### config.mk
export PLATFORM = sky130hd
export DESIGN_NAME = v3au_sqrt_stage
export DESIGN_NICKNAME = d
export VERILOG_FILES = /design/src/design/vector3_arithmetic_unit_top_assert.svh /design/src/design/v3au_pkg.sv /design/src/design/v3au_sqrt_stage.sv
export SDC_FILE = /design/constraint.sdc
export NUM_CORES = 1
export LEC_CHECK = 0
export BUFFER_PORTS_ARGS = -buffer_cell sky130_fd_sc_hd__buf_2
export CORE_AREA = 5 5 513 515
export DETAILED_ROUTE_END_ITERATION = 7
export DIE_AREA = 0 0 518 520
export PLACE_DENSITY = 0.3
export RECOVER_POWER = 50
export SLEW_MARGIN = 20
export SYNTH_ARGS = -nofsm -noshare
export SYNTH_HDL_FRONTEND = slang
export SYNTH_SLANG_ARGS = --single-unit
### constraint.sdc
create_clock -name clk -period 1 [get_ports clk]
set_input_delay 0.1 -clock clk [delete_from_list [all_inputs] [get_ports clk]]
set_output_delay 0.1 -clock clk [all_outputs]
set_load 0.03 [all_outputs]
### src/design/vector3_arithmetic_unit_top_assert.svh
// ----------------------------------------------------------------------------
// Assertion macros for the vector arithmetic unit
// Each macro expands to a labeled concurrent assertion on clk and arst_n.
// ----------------------------------------------------------------------------
`ifndef VECTOR3_ARITHMETIC_UNIT_TOP_ASSERT_SVH
`define VECTOR3_ARITHMETIC_UNIT_TOP_ASSERT_SVH

`ifndef SYNTHESIS
// Consequent must hold in the same cycle as the antecedent.
`define V3AU_ASSERT_IMP(lbl, ante, cons) \
	lbl: assert property (@(posedge clk) disable iff (!arst_n) (ante) |-> (cons)) \
		else $error("v3au: same-cycle check failed");
// Consequent must hold in the cycle after the antecedent.
`define V3AU_ASSERT_NXT(lbl, ante, cons) \
	lbl: assert property (@(posedge clk) disable iff (!arst_n) (ante) |=> (cons)) \
		else $error("v3au: next-cycle check failed");
`else
`define V3AU_ASSERT_IMP(lbl, ante, cons)
`define V3AU_ASSERT_NXT(lbl, ante, cons)
`endif

`endif

### src/design/v3au_pkg.sv
`timescale 1ns / 1ps
// ----------------------------------------------------------------------------
// v3au_pkg
// Operation codes, result modes, the pipeline word type and saturation.
// ----------------------------------------------------------------------------
package v3au_pkg;

	localparam logic [3:0] OP_ADD       = 4'd0;
	localparam logic [3:0] OP_SUB       = 4'd1;
	localparam logic [3:0] OP_SCALE     = 4'd2;
	localparam logic [3:0] OP_COMPPROD  = 4'd3;
	localparam logic [3:0] OP_CROSS     = 4'd4;
	localparam logic [3:0] OP_DOT       = 4'd5;
	localparam logic [3:0] OP_MAG       = 4'd6;
	localparam logic [3:0] OP_SQMAG     = 4'd7;
	localparam logic [3:0] OP_NORM      = 4'd8;
	localparam logic [3:0] OP_TRIM      = 4'd9;
	localparam logic [3:0] OP_CMP       = 4'd10;
	localparam logic [3:0] OP_INVERT    = 4'd11;
	localparam logic [3:0] OP_ADDSCALED = 4'd12;

	// How the final stage builds the result.
	localparam logic [1:0] MODE_FAST = 2'd0;
	localparam logic [1:0] MODE_MAG  = 2'd1;
	localparam logic [1:0] MODE_DIV  = 2'd2;

	localparam logic [31:0] Q_MAX = 32'h7fff_ffff;
	localparam logic [31:0] Q_MIN = 32'h8000_0000;

	typedef struct packed {
		logic [1:0]        mode;
		logic [2:0][31:0]  r;      // vector result of the early ops
		logic [31:0]       so;     // scalar result of the early ops
		logic              eq;
		logic              lt;
		logic              gt;
		logic              le;
		logic              ge;
		logic              ovf;
		logic [2:0]        neg;    // sign of each division numerator
		logic [2:0][63:0]  num;    // magnitude of each division numerator
		logic [63:0]       rad;    // square root remainder
		logic [63:0]       root;   // square root partial result
		logic [2:0][31:0]  rem;    // division remainders
		logic [2:0][31:0]  quo;    // division quotients
		logic [2:0]        big;    // quotient does not fit in 32 bits
	} item_t;

	// Saturate a wide signed value to 32 bits; the top bit flags saturation.
	function automatic logic [32:0] sat66(input logic signed [65:0] v);
		logic [32:0] res;
		if (v[65:31] == {35{v[65]}}) begin
			res = {1'b0, v[31:0]};
		end else if (v[65]) begin
			res = {1'b1, Q_MIN};
		end else begin
			res = {1'b1, Q_MAX};
		end
		return res;
	endfunction

endpackage

### src/design/v3au_sqrt_stage.sv
`timescale 1ns / 1ps
// ----------------------------------------------------------------------------
// v3au_sqrt_stage
// One registered step of the digit-by-digit integer square root.
// ----------------------------------------------------------------------------
module v3au_sqrt_stage import v3au_pkg::*; #(
	parameter int IDX = 0
) (
	input  logic  clk,
	input  logic  arst_n,
	input  logic  en,
	input  logic  in_valid,
	input  item_t in_item,
	output logic  out_valid,
	output item_t out_item
);

	localparam int SH = 62 - 2 * IDX;
	localparam logic [63:0] BIT = 64'd1 << SH;

	logic  valid_s1;
	item_t item_s1;
	item_t nx;
	logic [63:0] trial;

	always_comb begin
		nx    = in_item;
		trial = in_item.root + BIT;
		if (in_item.rad >= trial) begin
			nx.rad  = in_item.rad - trial;
			nx.root = (in_item.root >> 1) + BIT;
		end else begin
			nx.root = in_item.root >> 1;
		end
	end

	always_ff @(posedge clk or negedge arst_n) begin
		if (!arst_n) begin
			valid_s1 <= 1'b0;
		end else if (en) begin
			valid_s1 <= in_valid;
		end
	end

	always_ff @(posedge clk) begin
		if (en) begin
			item_s1 <= nx;
		end
	end

	assign out_valid = valid_s1;
	assign out_item  = item_s1;

endmodule

# Word-level counts from Yosys, hierarchy flattened
# Cells that the tools add are included.
# totals
reg_bits	655
mem_bits_rw	0
word_cells	32
latch_bits	0
n_memories	0
romBits	0
out_inout_bits	655
# op_classes
eq_ne	0
div	0
bitwise	0
n_shift	0
order_cmp	1
n_mul	0
reduce_logical	0
n_mux	2
add_sub_neg	3
# ops
op	count
adder 63 x 63 -> 64 bit, second input constant	1
adder 64 x 63 -> 64 bit, second input constant	1
greater-or-equal comparator 64 bit	1
2-to-1 mux 64 bit	1
subtractor 64 bit	1
2-to-1 mux 63 bit	1

# Logic depth before layout (Yosys ltp)
# logic_depth
ltp_word	3
depth_mapped	15
depth_no_buf	13

# Worst setup path after synthesis
# Ideal clock, no wire load.
# synth_timing
path_type	in2reg
start	in in_item[259] (netlist name)
end	reg item_s1, in the netlist out_item[312] (data pin)
arrival_ns	2.666
n_path_buf	2
required_time_ns	0.738
cell_stages	13
setup_slack_ns	-1.928
path_cell_list	inv_1 > ha_1 > fa_1 > nand2b_1 > a21oi_1 > o21ai_1 > o21ba_1 > a31oi_4 > o211ai_1 > a31oi_1 > buf_4 > buf_4 > mux2_1
# synth_rtl
item	line	source
start, declared	v3au_sqrt_stage.sv:13	input item_t in_item,
end signal, assigned	v3au_sqrt_stage.sv:47	item_s1 <= nx;
end, declared	v3au_sqrt_stage.sv:22	item_t item_s1;

==> flow_summary.ini <==
[status]
status = finished with violations
violations = negative setup slack

[sta]
min_period_over_period = 2.338
fmax_ghz = 0.4278
slew_viol_final = 0
period_needed_ns = 2.338
hold_viol_final = 0
finalSetupViolCount = 1349
rsz0062_at_grt = true
tightest_slew_ns = 0.5706
skew_ns = 0
max_slew_margin = 0.6188
fin_ws_ns = -1.338

[yosys]
synth_warnings = 0
synth_edf_count = 654
yosysTopAreaCellShare = 0.7884
ys_seq_area_frac = 0.7894
syn_nets = 2170
ys_ff_latch = 655
syn_area_per_cell_um2 = 17.21
ys_types = 68
synth_area_leaders = edfxtp_1 79%, ha_1 3.2%, a21oi_1 2.0%
synth_top_cell_by_area = edfxtp_1
synthCells = 1447
synth_most_common_cell = edfxtp_1
synth_ff_type = edfxtp_1
async_flop_share = 0.001527
synth_common_cells = 654 x edfxtp_1, 101 x a21oi_1, 87 x inv_1, 69 x nand2_1, 64 x ha_1
syn_area_mm2 = 0.02491

[clock_tree]
cts_tree = built
cts_sinks = 655
cts-htree-levels = 3
cts_made_buffers = 88
cts_buffer_depth = 3
cts_root_buf = clkbuf_16
cts.clk_slew.worst_paths_ns = 0.06
clk_latency_ns = 0.68

[power]
power.density_mw_per_mm2 = 1639
peakVddDrop_uv = 1253
p_leak_uw = 0.02250
p_total_uw = 91210

[run]
drv_cap = 0

[global_routing]
grt_overflow = 0
grt_util_met2 = 0.2469
grt_pass1_wl_um = 245500
grt_util_met1 = 0.1501
grtUsageMet3 = 0.04059
grt_start_max_net_pins = 41
busiest_layer = met2
grt_pass1_vias = 25510
antenna_found_initial = 99
grt.total_usage = 0.1345

[worst_setup_path]
reg2reg_from = out_valid
critPathLaunch = in_item[196]
cp_num_buf_inv = 5
cpPeakStageDelay_ns = 0.42
cp_cell_sequence = buf_6 > clkbuf_1 > fa_2 > nand2b_4 > a21oi_4 > o21ai_4 > o21ba_4 > a31oi_4 > o211ai_1 > a31oi_4 > buf_6 > buf_12 > buf_12 > mux2_4
arrival_ns = 2.79
worstSetupPathType = in2reg
start_kind = primary input
cp-end-kind = flip-flop
worstPathRequired_ns = 1.45
critical_path_peak_fanout = 8
slowest_stage = fa_2
cp_top_family = compound AO/OA/AOI/OAI gates

[floorplanning]
core-area_mm2 = 0.2583
ios = 1313
fp.dieW_um = 518
rows = 187
die-area_mm2 = 0.2694
start_util = 0.09643
chipHeight_um = 520

[finish]
area_growth_pct = 123.5
nets = 4785
final_util = 0.2155
layout-drive-gt1-share = 0.4776
fin_cells = 7564
fin_area_mm2 = 0.05566
fillers = 27930

[worst_hold_path]
hp-class = in2reg
hold_path_startpoint = in_item[279]

[routing]
detail_route.iter0.violations = 1290
ant_nets = 0
wire_per_inst_um = 25.10
remaining_drc_errors = 0
vias = 24090
routed_wl_um = 189900
vias_per_cell = 3.185
first_pass_iters = 5

[placed_design]
io_buffer_count = 1312
gp_congestion = 0.8874
placed_cell_area_mm2 = 0.03939
hpwl_um = 158300
placed_cells = 6538
## metrics by stage
stage	TNS, ns	hold slack, ns	setup WS (ns)
after global placement	-186.24	-0.1230	-2.496
after CTS	-407.30	-0.3679	-1.303
after floorplan	-108.31	-0.1956	-1.705
after global routing	-434.82	0.007482	-1.390
final	-399.69	0.04951	-1.338
after detailed placement	-187.63	-0.1233	-2.448
## layout make-up
| type | instances | area (um2) | area share |
|---|---|---|---|
| antenna | 31 | 77.57 | 0.001394 |
| clock buffer | 104 | 2283 | 0.04103 |
| clock inverter | 55 | 585.6 | 0.01052 |
| inverter | 87 | 354.1 | 0.006362 |
| tap | 3402 | 4257 | 0.07648 |
| multi-input combinational | 669 | 5874 | 0.1055 |
| timing repair buffer | 2561 | 22560 | 0.4054 |
| sequential | 655 | 19660 | 0.3533 |
## kinds of logic (layout without fill, tap and decap cells)
family                   count (synthesis)  in the layout  share of synthesized area
XOR/XNOR                                56             56                    0.01969
buffers and inverters                  123           2807                    0.02039
adder cells (fa/ha/maj)                 65             65                    0.03295
AND/OR/NAND/NOR                        223            223                    0.04365
other                                    0             31                          0
flip-flops                             655            655                     0.7894
AO/OA/AOI/OAI                          272            272                    0.06997
multiplexers                            53             53                    0.02391
## layer usage
layer,wire length [um],vias up,share of wire
met1,73480,11990,0.39
met4,5236,42,0.028
li1,-,10840,-
met2,98190,969,0.52
met3,12720,257,0.067
met5,249,-,0.0013
## report_power, final
part / leakage, uW / switching [uW] / internal [uW]
sequential: 0.00641 / 1390 / 33100
clock: 0.00138 / 13900 / 18100
combinational: 0.0147 / 13300 / 11500
total: 0.0225 / 28600 / 62600
## path summary, 6_finish.rpt
path	to	slack [ns]	cells past startpoint
max reg2reg	out_valid	0.20	1
min in group asynchronous	out_valid	0.29	3
max	out_item[262]	-1.34	14
min	out_item[279]	0.05	4
min reg2reg	out_valid	0.60	1
max in group asynchronous	out_valid	0.61	3
## worst min-delay path, stage by stage
cell and delay [ns]:
buf_2 0.11, ha_4 0.17, xnor2_1 0.12, mux2_4 0.13
## flip-flops by register name (all words and copies together), names as in the netlist
name	count
out_valid	1
out_item	654
## repair_timing
action | 4_1_cts | 5_1_grt
pin swaps | 24 | 32
setup endpoints to repair | 721 | 738
cloned | 4 | 1
resized for setup | 1454 | 95
endpoints found under the hold margin | 835 | 2
setup buffers | 19 | 4
hold buffers | 810 | 2
## cell usage in the layout (no fill, tap or decap), types with 9 or more instances in the layout
cell type	instances
buf_2	528
nor2_1	49
edfxtp_1	654
a21oi_2	30
inv_2	9
clkinv_2	15
mux2_4	47
buf_6	673
xor2_1	16
o21ai_0	28
nor3_1	9
clkbuf_16	90
clkinv_1	16
xnor2_1	36
ha_4	22
dlygate4sd3_1	812
o21ai_1	14
buf_12	34
clkbuf_1	127
ha_1	38
inv_1	71
a21oi_1	64
a21o_1	41
o21bai_1	16
buf_4	389
diode_2	31
nand4_1	21
nand2_1	66
(Power assumes the default switching activity.)
