--- src/design/vector3_arithmetic_unit_top_assert.svh ---
// ----------------------------------------------------------------------------
// Assertion macros for the vector arithmetic unit
// Each macro expands to a labeled concurrent assertion on clk and arst_n.
// ----------------------------------------------------------------------------
`ifndef VECTOR3_ARITHMETIC_UNIT_TOP_ASSERT_SVH
`define VECTOR3_ARITHMETIC_UNIT_TOP_ASSERT_SVH

`ifndef SYNTHESIS
// Consequent must hold in the same cycle as the antecedent.
`define V3AU_ASSERT_IMP(lbl, ante, cons) \
	lbl: assert property (@(posedge clk) disable iff (!arst_n) (ante) |-> (cons)) \
		else $error("v3au: same-cycle check failed");
// Consequent must hold in the cycle after the antecedent.
`define V3AU_ASSERT_NXT(lbl, ante, cons) \
	lbl: assert property (@(posedge clk) disable iff (!arst_n) (ante) |=> (cons)) \
		else $error("v3au: next-cycle check failed");
`else
`define V3AU_ASSERT_IMP(lbl, ante, cons)
`define V3AU_ASSERT_NXT(lbl, ante, cons)
`endif

`endif

--- src/design/v3au_pkg.sv ---
`timescale 1ns / 1ps
// ----------------------------------------------------------------------------
// v3au_pkg
// Operation codes, result modes, the pipeline word type and saturation.
// ----------------------------------------------------------------------------
package v3au_pkg;

	localparam logic [3:0] OP_ADD       = 4'd0;
	localparam logic [3:0] OP_SUB       = 4'd1;
	localparam logic [3:0] OP_SCALE     = 4'd2;
	localparam logic [3:0] OP_COMPPROD  = 4'd3;
	localparam logic [3:0] OP_CROSS     = 4'd4;
	localparam logic [3:0] OP_DOT       = 4'd5;
	localparam logic [3:0] OP_MAG       = 4'd6;
	localparam logic [3:0] OP_SQMAG     = 4'd7;
	localparam logic [3:0] OP_NORM      = 4'd8;
	localparam logic [3:0] OP_TRIM      = 4'd9;
	localparam logic [3:0] OP_CMP       = 4'd10;
	localparam logic [3:0] OP_INVERT    = 4'd11;
	localparam logic [3:0] OP_ADDSCALED = 4'd12;

	// How the final stage builds the result.
	localparam logic [1:0] MODE_FAST = 2'd0;
	localparam logic [1:0] MODE_MAG  = 2'd1;
	localparam logic [1:0] MODE_DIV  = 2'd2;

	localparam logic [31:0] Q_MAX = 32'h7fff_ffff;
	localparam logic [31:0] Q_MIN = 32'h8000_0000;

	typedef struct packed {
		logic [1:0]        mode;
		logic [2:0][31:0]  r;      // vector result of the early ops
		logic [31:0]       so;     // scalar result of the early ops
		logic              eq;
		logic              lt;
		logic              gt;
		logic              le;
		logic              ge;
		logic              ovf;
		logic [2:0]        neg;    // sign of each division numerator
		logic [2:0][63:0]  num;    // magnitude of each division numerator
		logic [63:0]       rad;    // square root remainder
		logic [63:0]       root;   // square root partial result
		logic [2:0][31:0]  rem;    // division remainders
		logic [2:0][31:0]  quo;    // division quotients
		logic [2:0]        big;    // quotient does not fit in 32 bits
	} item_t;

	// Saturate a wide signed value to 32 bits; the top bit flags saturation.
	function automatic logic [32:0] sat66(input logic signed [65:0] v);
		logic [32:0] res;
		if (v[65:31] == {35{v[65]}}) begin
			res = {1'b0, v[31:0]};
		end else if (v[65]) begin
			res = {1'b1, Q_MIN};
		end else begin
			res = {1'b1, Q_MAX};
		end
		return res;
	endfunction

endpackage

--- src/design/v3au_div_stage.sv ---
`timescale 1ns / 1ps
// ----------------------------------------------------------------------------
// v3au_div_stage
// One registered restoring-division step for all three components.
// ----------------------------------------------------------------------------
module v3au_div_stage import v3au_pkg::*; #(
	parameter int IDX = 0
) (
	input  logic  clk,
	input  logic  arst_n,
	input  logic  en,
	input  logic  in_valid,
	input  item_t in_item,
	output logic  out_valid,
	output item_t out_item
);

	localparam int BITPOS = 31 - IDX;

	logic  valid_s1;
	item_t item_s1;
	item_t nx;
	logic [31:0] len;
	logic [31:0] base [3];
	logic [32:0] shr [3];

	always_comb begin
		nx  = in_item;
		len = in_item.root[31:0];
		for (int i = 0; i < 3; i++) begin
			// The first step starts from the upper half of the numerator.
			if (IDX == 0) begin
				base[i]   = in_item.num[i][63:32];
				nx.big[i] = in_item.num[i][63:32] >= len;
				nx.quo[i] = '0;
			end else begin
				base[i] = in_item.rem[i];
			end
			shr[i] = {base[i], in_item.num[i][BITPOS]};
			if (shr[i] >= {1'b0, len}) begin
				nx.rem[i] = 32'(shr[i] - {1'b0, len});
				nx.quo[i] = {nx.quo[i][30:0], 1'b1};
			end else begin
				nx.rem[i] = shr[i][31:0];
				nx.quo[i] = {nx.quo[i][30:0], 1'b0};
			end
		end
	end

	always_ff @(posedge clk or negedge arst_n) begin
		if (!arst_n) begin
			valid_s1 <= 1'b0;
		end else if (en) begin
			valid_s1 <= in_valid;
		end
	end

	always_ff @(posedge clk) begin
		if (en) begin
			item_s1 <= nx;
		end
	end

	assign out_valid = valid_s1;
	assign out_item  = item_s1;

endmodule

--- config.mk ---
export PLATFORM = sky130hd
export DESIGN_NAME = v3au_div_stage
export DESIGN_NICKNAME = d
export VERILOG_FILES = /design/src/design/vector3_arithmetic_unit_top_assert.svh /design/src/design/v3au_pkg.sv /design/src/design/v3au_div_stage.sv
export SDC_FILE = /design/constraint.sdc
export NUM_CORES = 1
export LEC_CHECK = 0
export BUFFER_PORTS_ARGS = -buffer_cell sky130_fd_sc_hd__buf_4
export CORE_AREA = 2 2 517 519
export CTS_BUF_LIST = sky130_fd_sc_hd__clkbuf_4 sky130_fd_sc_hd__clkbuf_8
export DETAILED_ROUTE_END_ITERATION = 7
export DIE_AREA = 0 0 519 521
export PLACE_DENSITY = 0.37
export SYNTH_ARGS = -nofsm -noshare
export SYNTH_HDL_FRONTEND = slang
export SYNTH_SLANG_ARGS = --single-unit
--- constraint.sdc ---
create_clock -name clk -period 2.66 [get_ports clk]
set_clock_uncertainty 0.15 [all_clocks]
set_input_delay 0.266 -clock clk [delete_from_list [all_inputs] [get_ports clk]]
set_output_delay 0.266 -clock clk [all_outputs]
set_load 0.01 [all_outputs]
## Word level (Yosys, flattened, before mapping)

Index checks and enable logic that the tools add are counted.
W data, S select, Z words.

- Add/sub/neg operators: 3
- $lt $le $gt $ge: 6
- Muxes and demuxes: 6

Operators with widths:

| kind | count |
|---|---|
| $ge A33 B32 Y1 | 3 |
| $ge A32 B32 Y1 | 3 |
| $mux W32 | 3 |
| $sub A32 B32 Y32 | 3 |
| $mux W1 | 3 |

- Register bits after elaboration: 655
- Bits of input ports: 658
- Output and inout port bits: 655
- Word-level logic and storage cells: 40

## Depth between registers and ports, before layout

Gate-level depths: netlist of run 1.

- Word-level depth: 2
- Depth in mapped cells: 12
- Depth with buffers taken out: 12

## Least setup slack after synthesis of run 1

No wires, ideal clock.

- Kind: input port to flip-flop
- From: in in_item[197] (netlist name)
- To: reg item_s1, in the netlist out_item[187], data pin
- Library setup time: 0.260 ns
- Data arrival time: 2.827 ns
- Required time: 2.250 ns
- Path slack: -0.577 ns
- Stages on the path: 12
- Buffers on the path: 1
- Path through: inv_1 -> ha_1 -> o21ai_1 -> a21oi_2 -> o21ai_2 -> o31a_1 -> o31ai_4 -> a21oi_2 -> o21a_4 -> o31ai_4 -> buf_6 -> mux2_2

RTL lines:

| element | line | source |
|---|---|---|
| start: declaration | v3au_div_stage.sv:13 | `input item_t in_item,` |
| end signal: assignment | v3au_div_stage.sv:60 | `item_s1 <= nx;` |
| end: declaration | v3au_div_stage.sv:21 | `item_t item_s1;` |

==> results of run 1 <==
==> per-layer routing <==
layer,global-route usage (%),vias to the layer above,part of all wire [%]
li1,-,11650,-
met1,13.97,12610,36
met2,26.18,981,54
met3,3.303,248,5.7
met4,5.216,22,4.2
met5,0,-,0.070
==> worst max-delay path by stage <==
| stage | startpoint | to | slack (ps) | cells after the start |
|---|---|---|---|---|
| 6_report | in_item[199] | out_item[172] | -50 | 15 |
| 5_1_grt | in_item[202] | out_item[138] | -50 | 18 |
| 4_1_cts | in_item[198] | out_item[171] | -50 | 15 |
| 3_5_place_dp | in_item[208] | out_item[138] | -1270 | 15 |
| 3_3_place_gp | in_item[204] | out_item[138] | -1250 | 16 |
| 2_1_floorplan | in_item[198] | out_item[187] | -520 | 12 |
==> what timing repair did <==
action / 4_1_cts / 5_1_grt
endpoints found under the hold margin: 835 / 21
pin swaps: 11 / 22
cloned: 3 / 2
setup endpoints to repair: 96 / 92
hold buffers: 855 / 9
resized for setup: 32 / 106
setup buffers: 13 / 16
==> synthesized netlist by cell type, drive strengths merged (7+ instances only) <==
| library cell | instances | area [um^2] |
|---|---|---|
| buf | 99 | 754.5 |
| o21bai | 19 | 142.6 |
| mux2i | 8 | 80.08 |
| nand4 | 29 | 181.4 |
| a21o | 55 | 412.9 |
| nor2 | 67 | 251.5 |
| xnor2 | 45 | 394.1 |
| nand2 | 88 | 330.3 |
| o211ai | 8 | 60.06 |
| edfxtp | 561 | 16850 |
| nor2b | 21 | 131.4 |
| o21a | 19 | 150.1 |
| o21ai | 86 | 437.9 |
| nor3 | 11 | 55.05 |
| xor2 | 39 | 341.6 |
| a31oi | 10 | 62.56 |
| mux2 | 60 | 675.7 |
| clkbuf | 14 | 52.55 |
| nand3 | 22 | 110.1 |
| a211oi | 10 | 75.07 |
| inv | 55 | 206.5 |
| or3 | 7 | 43.79 |
| and3 | 11 | 68.82 |
| nand2b | 18 | 112.6 |
| a21oi | 117 | 593.1 |
| ha | 192 | 2402 |
==> kinds of logic (layout without fill, tap and decap cells) <==
kind of cell,Yosys count,after routing
compound gates,374,374
buf+inv,168,2689
mux,68,68
flops,562,562
fa+ha+maj,195,195
xor+xnor,84,84
simple gates,300,300
other cells,1,128
==> stage by stage <==
stage                     setup TNS, ps  utilization [%]  cells  hold WS (ps)
after floorplan                  -32520                -   1844        -179.6
after global placement          -115630            15.82   6791        -97.99
after detailed placement        -114520            15.82   6791        -98.94
after CTS                        -679.4            20.13   7875        -658.3
after global routing             -531.8            20.43   7925        -610.2
final                            -871.3            20.43   7933        -510.8
==> flip-flops by register name, summed over array words and instances, names as in the netlist <==
name / flops
out_valid: 1
out_item: 561
==> final cells by class <==
cell class / count / area [um^2]
multi-input cells: 1114 / 8957
inverters: 55 / 236.5
well taps: 3533 / 4420
fillers: 28880 / 210400
repair buffers: 2421 / 20950
clock inverters: 62 / 599.3
clock buffers: 151 / 1903
diodes: 35 / 87.58
flip-flops and latches: 562 / 16870
==> power groups by stage <==
stage	combinational, mW	clock (mW)	sequential [mW]
floorplan	1.82	0	11.6
global placement	6.72	0	11.3
detailed placement	6.73	0	11.3
CTS	8.05	10.7	11.1
global route	8.58	10.9	11.2
finish	8.03	10.1	11.1
==> results.py, run 1 <==
metrics = {
    "outcome": {
        "outcome": "finished, violations left",
        "failed_checks": "negative hold slack, negative setup slack",
    },
    "floorplan": {
        "rows": 189,
        "core_um2": 264400,
        "die_h_um": 521,
        "die_area_um2": 270400,
        "start_util_pct": 9.724,
        "io_pins": 1313,
        "die_x_um": 519,
    },
    "global_routing": {
        "grt_max_degree": 62,
        "grt_usage_pct": 13.59,
        "grt_pass1_wl_um": 246300,
        "first_global_vias": 26870,
        "overflow": 0,
        "antenna_found_initial": 76,
    },
    "clock_tree": {
        "cts_root_buffer": "clkbuf_8",
        "clock_tree.buffer_depth": 3,
        "clk_pin_slew_worst_paths_ps": 60,
        "worst_skew_pair.late_latency_ps": 870,
        "cts_sinks": 562,
        "tritoncts": "yes",
        "cts_buffers": 117,
        "htreeDepth": 3,
    },
    "min_path": {
        "hold_depth": 1,
        "hp-start": "in_item[418]",
        "hold_class": "primary input to register",
        "worstHoldEndpoint": "out_item[418]",
    },
    "job": {
        "drv_cap": 0,
    },
    "placement": {
        "gp_congestion": 0.8545,
        "hpwlAfterDp_um": 157400,
        "placed_area_um2": 41830,
        "io_buffers": 1024,
        "dp_slack_ps": -1273,
    },
    "synth": {
        "synth_flop_cell": "edfxtp_1",
        "synth_area_um2": 25710,
        "synth_mux_area_share_pct": 2.939,
        "synth.avg_cell_area_um2": 14.67,
        "synth_top_family_by_area": "adder cells",
        "ys_ff_latch": 562,
        "synthCells": 1752,
        "synth_cell_types": 63,
        "synth-edff-count": 561,
        "ys_async_sr_fraction_pct": 0.1779,
        "synth_warnings": 0,
        "synth_xor_area_share_pct": 2.862,
        "synth-adder-area-share_pct": 9.578,
        "seq_area_frac_synth_pct": 65.62,
        "yosys.area_share.simple_pct": 5.728,
        "synth_compound_area_share_pct": 9.315,
    },
    "setup_path": {
        "crit_slowest_cell": "o31a_1",
        "start_kind": "primary input",
        "r2r_start": "out_valid",
        "cp_slowest_stage_delay_ps": 360,
        "critPathCaptureType": "register",
        "cp.required_ps": 3050,
        "r2r-end": "out_valid",
        "cp_top_family": "compound AO/OA/AOI/OAI gates",
        "crit_arrival_ps": 3100,
        "cp_max_fo": 7,
        "regToRegSetupSlack_ps": 1740,
        "rr_worst_depth": 1,
        "cp_cell_sequence": "buf_4 -> inv_1 -> buf_12 -> ha_1 -> o211ai_1 -> nand2_1 -> o21ai_4 -> o31a_1 -> o31ai_4 -> a21oi_2 -> o21a_4 -> o31ai_4 -> buf_6 -> buf_12 -> mux2_4",
        "worst-setup-path-type": "primary input to register",
        "worstPathBufferInverterCount": 5,
    },
    "routing": {
        "viasPerCell": 3.215,
        "drt_iter0_drc": 1143,
        "num_vias": 25510,
        "first_pass_iters": 4,
        "finalWirelength_um": 191800,
        "wire_per_inst_um": 24.17,
        "drc_errors": 0,
        "ant_nets": 0,
    },
    "timing": {
        "grt_setup_unrepaired": "true",
        "worst_pin_slew_ps": 757.3,
        "min_period_ps": 2712,
        "finalSetupViolations": 40,
        "timing.fmax_mhz": 368.7,
        "max-slew-margin-rel_pct": 48.80,
        "setup_ws_ps": -52.12,
        "finalHoldViolCount": 8,
        "finalMaxSlewViolations": 0,
        "timing.hold.ws_ps": -510.8,
        "period_share_pct": 102.0,
    },
    "final_layout": {
        "layout_commonest_cell": "buf_4",
        "nets": 5124,
        "syn2layout_area_growth_pct": 110.1,
        "layout_common_cells": "1501 x buf_4, 858 x dlygate4sd3_1, 561 x edfxtp_1, 164 x ha_1, 123 x clkbuf_8",
        "fin_area_um2": 54020,
        "drive_above_1_share_pct": 43.96,
    },
    "power_and_ir_drop": {
        "ir_drop_v": 0.0003463,
        "clkPwrFrac_pct": 34.6,
        "combPwrFrac_pct": 27.4,
        "p_sw_share_pct": 30.18,
        "power_frac_seq_pct": 37.9,
        "power_mw": 29.29,
        "p_sw_mw": 8.840,
        "power.density_nw_per_um2": 542.2,
        "p_leak_nw": 22.50,
        "p_int_mw": 20.45,
    },
}
(Power assumes the default switching activity.)
==> run 2, diff against run 1 <==
REMOVE_ABC_BUFFERS = 1   (was default)
==> results.py, run 2 (synthesis gave the netlist of run 1 again) <==
metrics = {
    "setup_path": {
        "crit_slowest_cell": "o31ai_4",
        "cp_top_family": "compound AO/OA/AOI/OAI gates",
        "cp_max_fo": 7,
        "path_depth": 14,
        "crit_arrival_ps": 3240,
        "cp.required_ps": 3060,
        "regToRegSetupSlack_ps": 1740,
        "critPathCaptureType": "register",
        "start_kind": "primary input",
        "cp_slowest_stage_delay_ps": 380,
        "r2r_start": "out_valid",
        "rr_worst_depth": 1,
        "crit_start": "in_item[197]",
        "worst-setup-path-type": "primary input to register",
        "r2r-end": "out_valid",
        "crit_end": "out_item[167]",
        "worstPathBufferInverterCount": 4,
        "cp_cell_sequence": "buf_8 -> clkinvlp_4 -> ha_4 -> o21ai_4 -> a21oi_4 -> o21ai_4 -> o31a_1 -> o31ai_4 -> a21oi_2 -> o21a_4 -> o31ai_4 -> buf_6 -> buf_12 -> mux2_4",
    },
    "timing": {
        "timing.hold.ws_ps": -502.8,
        "finalMaxSlewViolations": 0,
        "period_share_pct": 106.7,
        "setup_ws_ps": -179.0,
        "worst_pin_slew_ps": 590.1,
        "finalSetupViolations": 49,
        "setup_tns_ps": -3837,
        "grt_setup_unrepaired": "true",
        "min_period_ps": 2839,
        "finalHoldViolCount": 2,
        "max-slew-margin-rel_pct": 60.66,
        "timing.fmax_mhz": 352.2,
    },
    "job": {
        "drv_cap": 0,
    },
    "global_routing": {
        "grt_pass1_wl_um": 239300,
        "grt_usage_pct": 13.14,
        "overflow": 0,
        "antenna_found_initial": 61,
        "grt_max_degree": 68,
        "first_global_vias": 26520,
    },
    "final_layout": {
        "fillers": 28810,
        "drive_above_1_share_pct": 44.42,
        "final_core_util_pct": 20.34,
        "layout_common_cells": "1514 x buf_4, 834 x dlygate4sd3_1, 561 x edfxtp_1, 166 x ha_1, 117 x clkbuf_8",
        "layout_commonest_cell": "buf_4",
        "syn2layout_area_growth_pct": 109.2,
        "largest_reg_flops": 561,
        "nets": 5110,
    },
    "power_and_ir_drop": {
        "p_sw_share_pct": 29.73,
        "power.density_nw_per_um2": 541.5,
        "clkPwrFrac_pct": 34.3,
        "power_frac_seq_pct": 38.1,
        "power_mw": 29.13,
        "ir_drop_v": 0.0003700,
        "combPwrFrac_pct": 27.7,
        "p_int_mw": 20.47,
        "p_sw_mw": 8.659,
        "p_leak_nw": 22.50,
    },
    "clock_tree": {
        "cts_root_buffer": "clkbuf_8",
        "clk_pin_slew_worst_paths_ps": 60,
        "clock_tree.buffer_depth": 3,
        "tritoncts": "yes",
        "cts_sinks": 562,
        "worst_skew_pair.late_latency_ps": 840,
        "htreeDepth": 3,
        "cts_buffers": 116,
    },
    "routing": {
        "viasPerCell": 3.196,
        "num_vias": 25270,
        "first_pass_iters": 5,
        "wire_per_inst_um": 23.55,
        "drt_iter0_drc": 1140,
        "finalWirelength_um": 186200,
        "drc_errors": 0,
        "ant_nets": 0,
    },
    "floorplan": {
        "die_h_um": 521,
        "io_pins": 1313,
        "rows": 189,
        "die_x_um": 519,
        "core_um2": 264400,
        "start_util_pct": 9.724,
        "die_area_um2": 270400,
    },
    "placement": {
        "io_buffers": 1024,
        "gp_congestion": 0.8483,
        "hpwlAfterDp_um": 150900,
    },
    "outcome": {
        "outcome": "finished, violations left",
        "failed_checks": "negative hold slack, negative setup slack",
    },
    "min_path": {
        "hp-start": "in_item[482]",
        "hold_class": "primary input to register",
    },
}
[run 2: cell count changes in the layout (fill, tap and decap cells not counted), moves of 8 or more]
cell           before   now
mux2_2             38    16
buf_4            1501  1514
buf_12             36    28
mux2_4             22    44
o21ai_0            44    69
diode_2            35    27
dlygate4sd3_1     858   834
o21ai_1            36    11
[run 2: metrics by stage]
step | hold slack (ps) | setup WS (ps) | instances | instance area (um^2)
after floorplan | -179.6 | -1297 | 1731 | 25250
after global placement | -107.3 | -1874 | 6797 | 41420
after detailed placement | -107.7 | -1867 | 6797 | 41420
after CTS | -621.8 | -141.2 | 7866 | 53020
after global routing | -593.9 | -109.6 | 7902 | 53780
final | -502.8 | -179.0 | 7907 | 53790
[run 2: power groups by stage]
stage / Combinational, mW / Clock (mW) / Sequential, mW
after floorplan: 1.62 / 0 / 11.6
after global placement: 6.57 / 0 / 11.3
after detailed placement: 6.56 / 0 / 11.2
after CTS: 8.03 / 10.5 / 11.1
after global routing: 8.57 / 10.8 / 11.2
final: 8.05 / 9.99 / 11.1
[run 2: layer usage]
metal  track usage, %  share of wire (%)  vias up
met5                0              0.068        -
met4            5.725                5.2       18
met3            2.651                4.9      269
met2            24.58                 52     1018
met1            14.20                 38    12340
li1                 -                  -    11630
[run 2: area by class of cell]
type,instances,area [um^2],share of cell area [%]
repair buffers,2408,20750,38.57
inverters,55,226.5,0.4210
multi-input cells,1114,9041,16.81
well taps,3533,4420,8.218
flip-flops and latches,562,16870,31.37
clock buffers,145,1821,3.385
clock inverters,63,594.3,1.105
diodes,27,67.56,0.1256
[run 2: worst min path at each step]
stage	end	slack, ps	cells past startpoint
2_1_floorplan	out_valid	-180	0
3_3_place_gp	out_valid	-110	1
3_5_place_dp	out_valid	-110	1
4_1_cts	out_item[482]	-620	1
5_1_grt	out_item[482]	-590	1
6_report	out_item[482]	-500	1
[run 2: repair_timing]
action,4_1_cts,5_1_grt
gates resized for setup,122,122
pin swaps,26,33
hold buffers,832,5
endpoints found under the setup margin,98,99
cloned,3,3
buffers inserted,27,12
endpoints found under the hold margin,814,10
